===== config.mk =====
export PLATFORM = sky130hd
export DESIGN_NAME = ttcw_ctrl
export DESIGN_NICKNAME = d
export VERILOG_FILES = /design/src/hw/rtl/ttcw_pkg.sv /design/src/hw/rtl/ttcw_ctrl.sv
export VERILOG_INCLUDE_DIRS = /design/src /design/src/hw/rtl
export SDC_FILE = /design/constraint.sdc
export NUM_CORES = 1
export LEC_CHECK = 0
export BUFFER_PORTS_ARGS = -buffer_cell sky130_fd_sc_hd__buf_2
export CAP_MARGIN = 20
export CORE_MARGIN = 1
export CORE_UTILIZATION = 46
export CTS_CLUSTER_SIZE = 10
export DETAILED_ROUTE_END_ITERATION = 10
export PLACE_DENSITY_LB_ADDON = 0.05
export SYNTH_ARGS = -nofsm -noshare
export SYNTH_HDL_FRONTEND = slang
export SYNTH_SLANG_ARGS = --single-unit
export TNS_END_PERCENT = 100

===== constraint.sdc =====
create_clock -name clk -period 4.7 [get_ports clk]
set_clock_uncertainty 0.15 [all_clocks]
set_input_delay 0.47 -clock clk [delete_from_list [all_inputs] [get_ports clk]]
set_output_delay 0.47 -clock clk [all_outputs]
set_load 0.02 [all_outputs]

===== src/hw/rtl/text_terminal_character_writer_assert.svh =====
// Assertion macros of the terminal character writer RTL, included by ttcw_ctrl.
// Each macro expects signals named clk and rst_n in the including scope.
`ifndef TEXT_TERMINAL_CHARACTER_WRITER_ASSERT_SVH
`define TEXT_TERMINAL_CHARACTER_WRITER_ASSERT_SVH

// Same-cycle implication, checked outside reset.
`define TTCW_ASSERT_IMP(lbl, ante, cons, msg) \
  lbl: assert property (@(posedge clk) disable iff (!rst_n) (ante) |-> (cons)) \
    else $error(msg);

// Next-cycle implication, checked outside reset.
`define TTCW_ASSERT_NXT(lbl, ante, cons, msg) \
  lbl: assert property (@(posedge clk) disable iff (!rst_n) (ante) |=> (cons)) \
    else $error(msg);

`endif


===== src/hw/rtl/ttcw_pkg.sv =====
// Shared types and constants of the terminal character writer.
// No dependencies; imported by every module of the block.
package ttcw_pkg;

  localparam int DEF_MAX_ROWS    = 32;
  localparam int DEF_MAX_COLUMNS = 128;

  // Configuration register indexes.
  localparam logic [1:0] CFG_LF_AS_CRLF     = 2'd0;
  localparam logic [1:0] CFG_ROWS_IN_USE    = 2'd1;
  localparam logic [1:0] CFG_COLUMNS_IN_USE = 2'd2;

  // Configuration reset values.
  localparam logic       LF_AS_CRLF_RESET     = 1'b1;
  localparam logic [5:0] ROWS_IN_USE_RESET    = 6'd25;
  localparam logic [7:0] COLUMNS_IN_USE_RESET = 8'd80;

  // Color reset values.
  localparam logic [7:0] FG_RESET = 8'd2;
  localparam logic [7:0] BG_RESET = 8'd0;

  // Terminal control bytes.
  localparam logic [7:0] CH_BS = 8'd8;
  localparam logic [7:0] CH_LF = 8'd10;
  localparam logic [7:0] CH_FF = 8'd12;
  localparam logic [7:0] CH_CR = 8'd13;

  typedef enum logic [1:0] {
    CMD_BYTE = 2'd0,
    CMD_FG   = 2'd1,
    CMD_BG   = 2'd2,
    CMD_READ = 2'd3
  } cmd_t;

  typedef struct packed {
    logic [7:0] chr;
    logic [7:0] fg;
    logic [7:0] bg;
  } cell_t;

  typedef struct packed {
    cmd_t       cmd;
    logic [7:0] data;
    logic [4:0] read_row;
    logic [6:0] read_column;
  } item_t;

  typedef struct packed {
    logic [4:0] cursor_row;
    logic [6:0] cursor_column;
    logic       scrolled;
    cell_t      rd_cell;
  } resp_t;

endpackage


===== src/hw/rtl/ttcw_ctrl.sv =====
// Sequencer of the terminal character writer: cursor, colors, item decode
// and the copy, blank and clear sweeps over the cell store. Uses ttcw_pkg.
`include "text_terminal_character_writer_assert.svh"

module ttcw_ctrl #(
  parameter int MAX_ROWS    = ttcw_pkg::DEF_MAX_ROWS,
  parameter int MAX_COLUMNS = ttcw_pkg::DEF_MAX_COLUMNS,
  localparam int RW = $clog2(MAX_ROWS),
  localparam int CW = $clog2(MAX_COLUMNS),
  localparam int AW = RW + CW
) (
  input  logic            clk,
  input  logic            rst_n,
  input  logic            cfg_lf_as_crlf,
  input  logic [5:0]      cfg_rows_in_use,
  input  logic [7:0]      cfg_columns_in_use,
  input  logic            item_valid,
  output logic            item_ready,
  input  ttcw_pkg::item_t item,
  output logic            resp_valid,
  input  logic            resp_ready,
  output ttcw_pkg::resp_t resp,
  output logic            mem_we,
  output logic [AW-1:0]   mem_waddr,
  output ttcw_pkg::cell_t mem_wdata,
  output logic [AW-1:0]   mem_raddr,
  input  ttcw_pkg::cell_t mem_rdata
);
  import ttcw_pkg::*;

  typedef enum logic [6:0] {
    ST_CLEAR = 7'b0000001,
    ST_IDLE  = 7'b0000010,
    ST_EXEC  = 7'b0000100,
    ST_COPY  = 7'b0001000,
    ST_DRAIN = 7'b0010000,
    ST_BLANK = 7'b0100000,
    ST_RESP  = 7'b1000000
  } state_t;

  localparam logic [RW-1:0] ROW_END  = RW'(MAX_ROWS - 1);
  localparam logic [CW-1:0] COL_END  = CW'(MAX_COLUMNS - 1);
  localparam logic [6:0]    ROWS_CAP = 7'(MAX_ROWS);
  localparam logic [8:0]    COLS_CAP = 9'(MAX_COLUMNS);

  state_t        state_r, state_nxt;
  item_t         item_r, item_nxt;
  logic [RW-1:0] cur_row_r, cur_row_nxt;
  logic [CW-1:0] cur_col_r, cur_col_nxt;
  logic [7:0]    fg_r, fg_nxt;
  logic [7:0]    bg_r, bg_nxt;
  logic          sc_r, sc_nxt;
  logic [RW-1:0] row_cnt_r, row_cnt_nxt;
  logic [CW-1:0] col_cnt_r, col_cnt_nxt;
  cell_t         fill_r, fill_nxt;
  logic          copy_pend_r, copy_pend_nxt;
  logic [AW-1:0] copy_waddr_r, copy_waddr_nxt;
  logic          clear_item_r, clear_item_nxt;

  logic [RW-1:0] last_row, row_sat;
  logic [CW-1:0] last_col, col_sat;
  logic          item_fire, read_ok, do_scroll;
  logic [AW-1:0] read_addr, sweep_addr;
  cell_t         blank;

  // The area in use saturates: zero counts as one, anything above the store as the store.
  always_comb begin
    if (cfg_rows_in_use == 6'd0) begin
      last_row = '0;
    end else if ({1'b0, cfg_rows_in_use} > ROWS_CAP) begin
      last_row = ROW_END;
    end else begin
      last_row = RW'(cfg_rows_in_use - 6'd1);
    end
    if (cfg_columns_in_use == 8'd0) begin
      last_col = '0;
    end else if ({1'b0, cfg_columns_in_use} > COLS_CAP) begin
      last_col = COL_END;
    end else begin
      last_col = CW'(cfg_columns_in_use - 8'd1);
    end
  end

  assign row_sat = (cur_row_r > last_row) ? last_row : cur_row_r;
  assign col_sat = (cur_col_r > last_col) ? last_col : cur_col_r;

  assign item_ready = (state_r == ST_IDLE) || ((state_r == ST_RESP) && resp_ready);
  assign item_fire  = item_valid && item_ready;
  assign resp_valid = (state_r == ST_RESP);

  assign read_ok   = (int'(item_r.read_row) < MAX_ROWS) &&
                     (int'(item_r.read_column) < MAX_COLUMNS);
  assign read_addr  = {RW'(item_r.read_row), CW'(item_r.read_column)};
  assign sweep_addr = {row_cnt_r, col_cnt_r};
  assign blank      = '{chr: 8'd0, fg: fg_r, bg: bg_r};

  // The read port follows the copy sweep, otherwise the addressed cell of the item.
  assign mem_raddr = (state_r == ST_COPY) ? sweep_addr : read_addr;

  always_comb begin
    resp.cursor_row    = 5'(cur_row_r);
    resp.cursor_column = 7'(cur_col_r);
    resp.scrolled      = sc_r;
    resp.rd_cell       = ((item_r.cmd == CMD_READ) && read_ok) ? mem_rdata : '0;
  end

  always_comb begin
    state_nxt      = state_r;
    item_nxt       = item_r;
    cur_row_nxt    = cur_row_r;
    cur_col_nxt    = cur_col_r;
    fg_nxt         = fg_r;
    bg_nxt         = bg_r;
    sc_nxt         = sc_r;
    row_cnt_nxt    = row_cnt_r;
    col_cnt_nxt    = col_cnt_r;
    fill_nxt       = fill_r;
    clear_item_nxt = clear_item_r;
    copy_pend_nxt  = 1'b0;
    copy_waddr_nxt = {row_cnt_r - 1'b1, col_cnt_r};
    do_scroll      = 1'b0;
    mem_we         = 1'b0;
    mem_waddr      = sweep_addr;
    mem_wdata      = fill_r;

    // A cell read during the copy sweep is written one row up in the following cycle.
    if (copy_pend_r) begin
      mem_we    = 1'b1;
      mem_waddr = copy_waddr_r;
      mem_wdata = mem_rdata;
    end

    case (state_r)
      ST_CLEAR: begin
        mem_we = 1'b1;
        if (col_cnt_r == COL_END) begin
          col_cnt_nxt = '0;
          if (row_cnt_r == ROW_END) begin
            state_nxt = clear_item_r ? ST_RESP : ST_IDLE;
          end else begin
            row_cnt_nxt = row_cnt_r + 1'b1;
          end
        end else begin
          col_cnt_nxt = col_cnt_r + 1'b1;
        end
      end
      ST_IDLE: begin
        if (item_fire) begin
          item_nxt  = item;
          state_nxt = ST_EXEC;
        end
      end
      ST_RESP: begin
        if (resp_ready) begin
          if (item_fire) begin
            item_nxt  = item;
            state_nxt = ST_EXEC;
          end else begin
            state_nxt = ST_IDLE;
          end
        end
      end
      ST_EXEC: begin
        sc_nxt         = 1'b0;
        clear_item_nxt = 1'b0;
        state_nxt      = ST_RESP;
        case (item_r.cmd)
          CMD_FG: begin
            fg_nxt = item_r.data;
          end
          CMD_BG: begin
            bg_nxt = item_r.data;
          end
          CMD_READ: begin
            state_nxt = ST_RESP;
          end
          CMD_BYTE: begin
            cur_row_nxt = row_sat;
            cur_col_nxt = col_sat;
            case (item_r.data)
              CH_BS: begin
                if (col_sat != '0) begin
                  cur_col_nxt = col_sat - 1'b1;
                  mem_we      = 1'b1;
                  mem_waddr   = {row_sat, col_sat - 1'b1};
                  mem_wdata   = blank;
                end
              end
              CH_LF: begin
                if (row_sat == last_row) begin
                  do_scroll = 1'b1;
                end else begin
                  cur_row_nxt = row_sat + 1'b1;
                end
                if (cfg_lf_as_crlf) begin
                  cur_col_nxt = '0;
                end
              end
              CH_FF: begin
                cur_row_nxt    = '0;
                cur_col_nxt    = '0;
                fill_nxt       = blank;
                row_cnt_nxt    = '0;
                col_cnt_nxt    = '0;
                clear_item_nxt = 1'b1;
                state_nxt      = ST_CLEAR;
              end
              CH_CR: begin
                cur_col_nxt = '0;
              end
              default: begin
                mem_we    = 1'b1;
                mem_waddr = {row_sat, col_sat};
                mem_wdata = '{chr: item_r.data, fg: fg_r, bg: bg_r};
                if (col_sat == last_col) begin
                  cur_col_nxt = '0;
                  if (row_sat == last_row) begin
                    do_scroll = 1'b1;
                  end else begin
                    cur_row_nxt = row_sat + 1'b1;
                  end
                end else begin
                  cur_col_nxt = col_sat + 1'b1;
                end
              end
            endcase
            if (do_scroll) begin
              sc_nxt      = 1'b1;
              fill_nxt    = blank;
              col_cnt_nxt = '0;
              if (last_row == '0) begin
                row_cnt_nxt = '0;
                state_nxt   = ST_BLANK;
              end else begin
                row_cnt_nxt = RW'(1);
                state_nxt   = ST_COPY;
              end
            end
          end
          default: begin
            state_nxt = ST_RESP;
          end
        endcase
      end
      ST_COPY: begin
        copy_pend_nxt = 1'b1;
        if (col_cnt_r == COL_END) begin
          col_cnt_nxt = '0;
          if (row_cnt_r == last_row) begin
            state_nxt = ST_DRAIN;
          end else begin
            row_cnt_nxt = row_cnt_r + 1'b1;
          end
        end else begin
          col_cnt_nxt = col_cnt_r + 1'b1;
        end
      end
      ST_DRAIN: begin
        row_cnt_nxt = last_row;
        col_cnt_nxt = '0;
        state_nxt   = ST_BLANK;
      end
      ST_BLANK: begin
        mem_we = 1'b1;
        if (col_cnt_r == COL_END) begin
          state_nxt = ST_RESP;
        end else begin
          col_cnt_nxt = col_cnt_r + 1'b1;
        end
      end
      default: begin
        state_nxt = ST_IDLE;
      end
    endcase
  end

  always_ff @(posedge clk) begin
    if (!rst_n) begin
      state_r      <= ST_CLEAR;
      cur_row_r    <= '0;
      cur_col_r    <= '0;
      fg_r         <= FG_RESET;
      bg_r         <= BG_RESET;
      row_cnt_r    <= '0;
      col_cnt_r    <= '0;
      fill_r       <= '0;
      copy_pend_r  <= 1'b0;
      clear_item_r <= 1'b0;
    end else begin
      state_r      <= state_nxt;
      cur_row_r    <= cur_row_nxt;
      cur_col_r    <= cur_col_nxt;
      fg_r         <= fg_nxt;
      bg_r         <= bg_nxt;
      row_cnt_r    <= row_cnt_nxt;
      col_cnt_r    <= col_cnt_nxt;
      fill_r       <= fill_nxt;
      copy_pend_r  <= copy_pend_nxt;
      clear_item_r <= clear_item_nxt;
    end
  end

  always_ff @(posedge clk) begin
    item_r       <= item_nxt;
    sc_r         <= sc_nxt;
    copy_waddr_r <= copy_waddr_nxt;
  end

  `TTCW_ASSERT_IMP(a_idle_no_write, state_r == ST_IDLE, !mem_we, "cell write while idle")
  `TTCW_ASSERT_IMP(a_drain_has_copy, state_r == ST_DRAIN, copy_pend_r, "drain without copy")
  `TTCW_ASSERT_IMP(a_clear_home, state_r == ST_CLEAR, {cur_row_r, cur_col_r} == '0, "not home")
  `TTCW_ASSERT_IMP(a_scroll_bottom, resp_valid && sc_r, cur_row_r == last_row, "not last row")
  `TTCW_ASSERT_NXT(a_fire_exec, item_fire, state_r == ST_EXEC, "accepted item not executed")

endmodule

=== Word level (Yosys, flattened, before mapping) ===
Index checks and enable logic that the tools add are counted.

* Bits in registers: 108
* Input port bits: 65
* Output and inout bits: 88
* Word-level logic and storage cells: 160

* $add $sub $neg: 8
* Order comparisons: 4
* Eq/ne operators: 31
* Mux-type cells: 73
* Reduce and logical (&&, ||, !) cells: 26

{| class="wikitable"
|+ Operator list
! kind !! number
|-
| 24-bit two-way mux || 7
|-
| 7-bit two-way mux || 22
|-
| 12-bit two-way mux || 5
|-
| 5-bit two-way mux || 12
|-
| 7-bit one-hot mux with 7 select lines || 1
|-
| 24-bit one-hot mux with 2 select lines || 1
|-
| 22-bit two-way mux || 2
|-
| 22-bit one-hot mux with 2 select lines || 1
|-
| 8-bit by 4-bit equality test with 1-bit output, second input constant || 4
|-
| 7-bit one-hot mux with 4 select lines || 1
|-
| 12-bit one-hot mux with 2 select lines || 1
|-
| 7-bit one-hot mux with 3 select lines || 1
|-
| 5-bit one-hot mux with 4 select lines || 1
|-
| 2-bit != test, second input constant || 8
|-
| 5-bit one-hot mux with 3 select lines || 1
|-
| 7-bit by 1-bit adder with 7-bit output, second input constant || 2
|-
| 7-bit equality test, second input constant || 2
|-
| 7-bit AND reduction || 2
|-
| 7-bit by 1-bit subtractor with 7-bit output, second input constant || 2
|-
| 1-bit two-way mux || 12
|-
| 5-bit by 1-bit adder with 5-bit output, second input constant || 2
|-
| 5-bit equality test || 2
|-
| 5-bit by 1-bit subtractor with 5-bit output, second input constant || 2
|-
| 8-bit greater-than comparator, second input constant || 1
|-
| 32 further kinds || 47
|}

=== Logic depth before layout (Yosys ltp) ===
Gate-level depths: netlist (run 1).

* Depth after elaboration: 14
* Mapped depth: 22
* Gate-level depth less buffers: 19

=== Worst setup path before layout (run 1) ===
OpenSTA, ideal clock, no wires.

* Path kind: input -> output
* Start: input cfg_columns_in_use[2]
* End: output mem_waddr[3]
* Data arrival time: 4.464 ns
* Data required time: 4.080 ns
* Slack: -0.384 ns
* Stages on the path: 19
* Buffers on the path: 4
* Path through: buf_6 > or4_4 > buf_6 > o31ai_1 > o21ai_0 > inv_1 > ha_1 > a21oi_1 > a21oi_1 > o22ai_1 > clkbuf_1 > nor2_1 > a21oi_1 > ha_1 > nand3_1 > o21ai_2 > a21oi_2 > clkbuf_1 > o21ai_0

* Longest elaborated chain between the ends: 10
* Elaborated cells on any way between the ends: 13
* Classes of those cells: add/sub: 2; order compare: 2; mux: 7; reduce/logical: 2

{| class="wikitable"
|+ Ends and longest elaborated chain
! item !! line !! source
|-
| start: declaration || ttcw_ctrl.sv:16 || <nowiki>input logic [7:0] cfg_columns_in_use,</nowiki>
|-
| 7-bit by 1-bit subtractor with 7-bit output / 8-bit greater-than comparator (equally long branches) || ttcw_ctrl.sv:80, ttcw_ctrl.sv:77 ||
|-
| 7-bit two-way mux || ttcw_ctrl.sv:77 || <nowiki>end else if ({1'b0, cfg_columns_in_use} > COLS_CAP) begin</nowiki>
|-
| 7-bit two-way mux (*) || ttcw_ctrl.sv:75 || <nowiki>if (cfg_columns_in_use == 8'd0) begin</nowiki>
|-
| 7-bit greater-than comparator || ttcw_ctrl.sv:85 || <nowiki>assign col_sat = (cur_col_r > last_col) ? last_col : cur_col_r;</nowiki>
|-
| 7-bit two-way mux (*) || ttcw_ctrl.sv:85 ||
|-
| 7-bit by 1-bit subtractor with 7-bit output / 7-bit nonzero test (equally long branches) || ttcw_ctrl.sv:185, ttcw_ctrl.sv:182 ||
|-
| 12-bit two-way mux || ttcw_ctrl.sv:182 || <nowiki>if (col_sat != '0) begin</nowiki>
|-
| 12-bit one-hot mux with 2 select lines (*) || ttcw_ctrl.sv:180 || <nowiki>case (item_r.data)</nowiki>
|-
| 12-bit two-way mux (*) || ttcw_ctrl.sv:167 || <nowiki>case (item_r.cmd)</nowiki>
|-
| 12-bit two-way mux (*) || ttcw_ctrl.sv:133 || <nowiki>case (state_r)</nowiki>
|-
| end: declaration || ttcw_ctrl.sv:24 || <nowiki>output logic [AW-1:0] mem_waddr,</nowiki>
|}

Every way passes the cells marked *; elsewhere a longest branch is shown, timed or not.

==> results of run 1 <==
==> cells in the mapped netlist, types with 9 or more instances <==
cell type,instances,share of area (%)
inv_1,33,1.8
nand2_1,110,6.0
xnor2_1,11,1.4
nor2_1,82,4.5
a211oi_1,9,0.99
o21ai_0,78,5.7
a31oi_1,17,1.6
ha_1,23,4.2
dfxtp_1,77,23
mux2i_1,49,7.2
edfxtp_1,23,10
nand2b_1,11,1.0
and3_1,32,2.9
nand3b_1,11,1.2
clkbuf_1,41,2.3
a21oi_1,39,2.9
nor3_1,13,0.95
nand3_1,31,2.3
==> cell type report <==
| type | count | area, um^2 | area share (%) |
|---|---|---|---|
| inverter | 35 | 131 | 1.39 |
| clock inverter | 5 | 66.3 | 0.699 |
| timing repair buffer | 245 | 1750 | 18.4 |
| sequential | 100 | 2230 | 23.5 |
| multi-input combinational | 675 | 4830 | 51.0 |
| clock buffer | 11 | 243 | 2.56 |
| tap | 184 | 230 | 2.43 |
==> metrics by stage <==
stage	area (um^2)	setup WS [ns]	setup TNS, ns	utilization (%)	power [mW]
floorplan	7150	0.0174	0	-	1.10
global placement	8480	-0.142	-1.10	58.4	1.21
detailed placement	8480	-0.222	-3.55	58.4	1.21
CTS	8870	0.00618	0	61.0	1.99
global route	9480	-0.197	-4.18	65.3	2.08
finish	9480	-0.0797	-1.06	65.3	2.00
==> where the power goes <==
group / internal (mW) / switching (mW)
logic: 0.134 / 0.174
registers: 0.896 / 0.0202
clock network: 0.434 / 0.342
total: 1.46 / 0.536
==> final timing paths <==
kind	end	start	slack [ns]	cells after the start
setup / recovery	mem_wdata[12]	cfg_columns_in_use[4]	-0.08	21
hold / removal	item_r[11]	item[11]	0.13	1
setup reg to reg	cur_col_r[5]	cur_col_r[2]	1.22	16
hold reg to reg	copy_waddr_r[3]	col_cnt_r[3]	0.29	0
==> kinds of logic (layout without fill, tap and decap cells) <==
kind of cell | count (synthesis) | in the layout
AOI/OAI and AO/OA | 228 | 228
and+or+nand+nor | 354 | 354
buffers and inverters | 88 | 296
muxes | 50 | 50
xor gates and xnor gates | 18 | 18
DFF | 100 | 100
adders and majority gates | 25 | 25
==> cell usage in the layout, fill, tap and decap left out, types with 5 or more instances in the layout <==
master and n:
nand2b_1 10, nand3b_1 11, and2_1 5, a21oi_2 10, a22oi_1 8, nor3_1 12
mux2i_1 46, nor2b_1 7, nor3b_1 5, ha_1 17, buf_4 85, nor4_1 7
or2_2 6, a31oi_1 17, o31ai_1 6, nor2_4 5, buf_6 26, nand3_1 30
nor2_1 77, and3_1 32, xnor2_1 11, buf_12 5, o21ai_0 53, a211oi_1 6
nand2_1 102, o21ai_2 15, buf_2 124, ha_4 5, o21ai_4 12, clkbuf_16 11
inv_1 32, edfxtp_1 23, a21oi_1 30, a22o_4 8, xor2_1 6, dfxtp_1 76
==> per-layer routing <==
| layer | up-vias | wire length, um | GRT usage [%] |
|---|---|---|---|
| li1 | 3534 | - | - |
| met1 | 3379 | 9810 | 36.7 |
| met2 | 236 | 9980 | 42.8 |
| met3 | 41 | 1120 | 4.67 |
| met4 | 0 | 531 | 7.74 |
| met5 | - | 0 | 0 |
==> critical path: stages <==
cell and delay [ns]:
buf_6 0.09, or4_4 0.60, or2_4 0.26, maj3_2 0.31, ha_1 0.18, nand3b_1 0.17, a21oi_2 0.20, buf_4 0.15
o22ai_4 0.07, buf_6 0.15, nand2_1 0.11, o21ai_4 0.09, ha_4 0.17, nand3_4 0.07, o21ai_4 0.08, a21oi_4 0.40
buf_12 0.20, buf_8 0.12, nand2_2 0.05, o21ai_2 0.07, buf_6 0.14
==> flip-flops by register name, summed over array words and instances (netlist names) <==
| register | count |
|---|---|
| sc_r | 1 |
| cur_row_r | 5 |
| cur_col_r | 7 |
| clear_item_r | 1 |
| fill_r | 16 |
| copy_pend_r | 1 |
| item_r | 22 |
| state_r | 7 |
| fg_r | 8 |
| copy_waddr_r | 12 |
| bg_r | 8 |
| col_cnt_r | 7 |
| row_cnt_r | 5 |
==> what timing repair did <==
action,in CTS,in global routing
buffers inserted,1,16
gates resized for setup,22,99
cloned,0,3
pin swaps,1,26
endpoints found under the setup margin,36,37
==> impl_metrics.csv, run 1 <==
group,metric,value,unit
run_status,outcome,"complete, but fails checks",
run_status,violations,"setup timing",
timing,rsz0062_at_grt,"yes",
logic_synthesis,synthCells,863,
clock_tree,htreeDepth,3,
clock_tree,cts_buffers,9,
clock_tree,tritoncts,"done",
timing,fin_crit_sh,102,%
setup_path,worstPathArrival,4.16,ns
timing,worst_pin_slew,1.05,ns
setup_path,start_kind,"input pin",
global_routing,grt_max_degree,56,
global_routing,grt_pass1_wl,31700,um
cells_and_area,nets,1154,
floorplan,rows,44,
route,wirelength,21400,um
timing,fmax,0.209,GHz
clock_tree,worstSkewPairLatency,0.36,ns
logic_synthesis,yosysSeqAreaShare,32.6,%
timing,fin_crit,4.78,ns
global_routing,antenna_found_initial,0,
logic_synthesis,ys_async_sr_fraction,0,%
place,gp_congestion,0.898,
pwr,p_leak,4.21,nW
clock_tree,postCtsHoldBufs,0,
clock_tree,clockBufferDepth,2,
logic_synthesis,synth-simple-area-share,25.9,%
pwr,ir_drop,0.282,mV
timing,slew_headroom,30.2,%
floorplan,die_h,124,um
timing,drv_slew,0,
logic_synthesis,synth_top_family_by_area,"simple AND/OR/NAND/NOR gates",
setup_path,crit_type,"input pin to output pin",
cells_and_area,fin_cells,1255,
global_routing,grt_pass1_vias,6193,
setup_path,cp_max_fo,6,
hold_path,worstHoldPathType,"input pin to flip-flop",
place,placedCellCount,1219,
pwr,power_density,211,mW/mm^2
route,ant_nets,0,
logic_synthesis,synth-edff-count,23,
clock_tree,clkTransAtPathRegs,0.07,ns
floorplan,core-area,0.0145,mm^2
route,vias,7190,
global_routing,gr-total-overflow,0,
floorplan,initial_core_util,47.1,%
logic_synthesis,synthAdderAreaFrac,4.52,%
timing,finalHoldViolations,0,
cells_and_area,n_fill_cell,1255,
timing,worst_hold_slack,0.132,ns
logic_synthesis,synth_compound_gate_area_share,21.8,%
setup_path,crit_required,4.08,ns
route,drt_iter0_drc,409,
logic_synthesis,synth.area.mux_share,7.34,%
logic_synthesis,syn_area,0.00684,mm^2
timing,fin_ws,-0.0797,ns
route,routedWlPerCell,17.1,um
place,hpwl,15100,um
cells_and_area,area_delta_synth_final,38.7,%
route,drtPass1Iterations,5,
run,cap_violations,0,
setup_path,worstSetupEndpointType,"output pin",
logic_synthesis,syn_nets,951,
route,drc,0,
logic_synthesis,ys_types,87,
cells_and_area,antennaDiodeCount,0,
place,io_buffers,152,
global_routing,grt_usage,26.7,%
logic_synthesis,yosys.area_share.xor_xnor,2.41,%
floorplan,dieArea,0.0154,mm^2
logic_synthesis,synth_ff_type,"dfxtp_1",
floorplan,io_pins,153,
clock_tree,cts-root-buf,"clkbuf_16",
logic_synthesis,syn_area_per_cell,7.92,um^2
cells_and_area,drive_above_1_share,34.7,%
floorplan,die_w,124,um
route,detail_route.vias_per_cell,5.73,
clock_tree,clkSinkCount,100,
logic_synthesis,ys.warnings.count,0,
timing,setup_viol,22,
logic_synthesis,synth-seq-cells,100,
Power figures use the tool's default switching activity.
==> run 2: changes to the inputs <==
--- a/config.mk
+++ b/config.mk
@@ -12,7 +12,7 @@
 export CORE_UTILIZATION = 46
 export CTS_CLUSTER_SIZE = 10
 export DETAILED_ROUTE_END_ITERATION = 10
-export PLACE_DENSITY_LB_ADDON = 0.05
+export PLACE_DENSITY = 0.77
 export SYNTH_ARGS = -nofsm -noshare
 export SYNTH_HDL_FRONTEND = slang
 export SYNTH_SLANG_ARGS = --single-unit
==> constraint.sdc (replaced) <==
create_clock -name clk -period 3.9 [get_ports clk]
set_clock_uncertainty 0.15 [all_clocks]
set_input_delay 0.39 -clock clk [delete_from_list [all_inputs] [get_ports clk]]
set_output_delay 0.39 -clock clk [all_outputs]
set_load 0.02 [all_outputs]
==> run 2 against run 1 <==
- the flow still finishes with violations (setup timing)
- power grew 23%
- combinational power grew 30%
- register-to-register slack lost 0.66 ns
- clock power grew 23%
- final cell count grew 3.8%
- non-clock buffer count grew 47
- largest cell class unchanged
- die area is the same
- routed wire length grew 5.5%
- global-route usage grew 2.4 points
==> impl_metrics.csv, run 2 (synthesis results as in run 1) <==
group,metric,value,unit
timing,setup_viol,39,
setup_path,crit_required,3.36,ns
cells_and_area,layout_common_cells,"buf_4 (128), buf_2 (123), nand2_1 (96), nor2_1 (78), dfxtp_1 (76)",
floorplan,io_pins,153,
cells_and_area,layout_commonest_cell,"buf_4",
timing,worst_pin_slew,0.982,ns
pwr,ir_drop,0.289,mV
pwr,p_leak,4.47,nW
pwr,power,2.46,mW
cells_and_area,drive_above_1_share,38.7,%
pwr,p_sw_share,27.2,%
clock_tree,cts-root-buf,"clkbuf_16",
floorplan,rows,44,
timing,finalSetupTns,-23.53,ns
hold_path,worstHoldPathType,"input pin to flip-flop",
cells_and_area,largest_reg_flops,22,
cells_and_area,nets,1202,
timing,slew_headroom,34.6,%
cells_and_area,final_util,68.9,%
clock_tree,tritoncts,"done",
pwr,power_density,245,mW/mm^2
run_status,violations,"setup timing",
pwr,pwr-share-comb,16.3,%
floorplan,initial_core_util,47.1,%
route,ant_nets,0,
floorplan,die_w,124,um
timing,fin_crit,4.60,ns
timing,fin_crit_sh,118,%
timing,drv_slew,0,
clock_tree,postCtsHoldBufs,0,
pwr,seq_power_share,44.8,%
pwr,power.internal,1.79,mW
cells_and_area,antennaDiodeCount,0,
route,wirelength,22600,um
clock_tree,clkSinkCount,100,
clock_tree,worstSkewPairLatency,0.35,ns
clock_tree,clkTransAtPathRegs,0.07,ns
clock_tree,htreeDepth,3,
global_routing,grt_pass1_vias,7140,
pwr,power_frac_clock,38.9,%
place,dp_slack,-0.742,ns
setup_path,start_kind,"input pin",
floorplan,die_h,124,um
global_routing,grt_pass1_wl,34700,um
place,hpwl,15900,um
route,detail_route.vias_per_cell,5.83,
pwr,power.switching,0.669,mW
global_routing,gr-total-overflow,0,
global_routing,antenna_found_initial,0,
setup_path,cp_max_fo,6,
cells_and_area,area_delta_synth_final,46.5,%
global_routing,grt_usage,29.1,%
run_status,outcome,"complete, but fails checks",
place,io_buffers,152,
route,routedWlPerCell,17.4,um
setup_path,crit_type,"input pin to output pin",
cells_and_area,top_regs,"item_r (22), fill_r (16), copy_waddr_r (12)",
route,drc,0,
place,gp_congestion,0.896,
cells_and_area,top_register,"item_r",
floorplan,core-area,0.0145,mm^2
run,cap_violations,0,
route,drtPass1Iterations,5,
timing,rsz0062_at_grt,"yes",
route,vias,7593,
global_routing,grt_max_degree,55,
clock_tree,clockBufferDepth,2,
clock_tree,cts_buffers,9,
timing,finalHoldViolations,0,
setup_path,worstPathArrival,4.06,ns
route,drt_iter0_drc,535,
setup_path,worstSetupEndpointType,"output pin",
timing,fmax,0.217,GHz
timing,fin_ws,-0.701,ns
floorplan,dieArea,0.0154,mm^2
[run 2: changes by cell type in the layout (fill, tap and decap cells not counted), sizes merged]
cell / change
inv: +1
buf: +49
clkbuf: -3
a21oi: +1
[run 2: worst max-delay path, cell delays in order]
cell     delay [ns]
buf_6          0.09
or4_4          0.57
o31a_1         0.26
or2_4          0.27
ha_4           0.26
nand4_1        0.13
a21oi_2        0.24
o22a_2         0.29
mux2i_1        0.23
buf_4          0.15
nand3_4        0.08
o21ai_4        0.26
a21oi_4        0.12
or4_4          0.56
buf_6          0.15
[run 2: path summary, 6_finish.rpt]
| kind | start | to | slack [ns] | cells past startpoint |
|---|---|---|---|---|
| setup / recovery | cfg_columns_in_use[3] | mem_we | -0.70 | 15 |
| hold reg to reg | col_cnt_r[5] | copy_waddr_r[5] | 0.28 | 0 |
| hold / removal | item[9] | item_r[9] | 0.06 | 1 |
| setup reg to reg | cur_col_r[5] | cur_col_r[5] | 0.56 | 16 |
[run 2: stage by stage]
stage          instances  hold slack, ns  cell area (um^2)
2_1_floorplan        863           0.230              7410
3_3_place_gp        1270           0.263              9110
3_5_place_dp        1270           0.265              9110
4_1_cts             1299          0.0532              9920
5_1_grt             1303          0.0459             10000
6_report            1303          0.0569             10000
[run 2: power by group through the flow]
stage | registers [mW] | clock network [mW] | logic (mW)
2_1_floorplan | 1.12 | 0 | 0.220
3_3_place_gp | 1.12 | 0 | 0.357
3_5_place_dp | 1.12 | 0 | 0.364
4_1_cts | 1.10 | 0.959 | 0.385
5_1_grt | 1.11 | 1.00 | 0.434
6_report | 1.10 | 0.955 | 0.400
[run 2: timing repair]
item	4_1_cts	5_1_grt
gates resized for setup	93	21
setup buffers	10	5
endpoints found under the setup margin	39	72
pin swaps	12	14
cloned	3	0
[run 2: area by class of cell]
class	instances	area (um^2)
clock inverters	6	80.1
fillers	1099	4510
flip-flops and latches	100	2230
repair buffers	292	2130
well taps	184	230
inverters	35	131
multi-input cells	676	4980
clock buffers	10	239
[run 2: per-layer routing]
layer	wire length (um)	track usage [%]
met3	1490	5.72
met4	593	10.6
met1	9530	37.6
met5	0	0
met2	11000	47.9
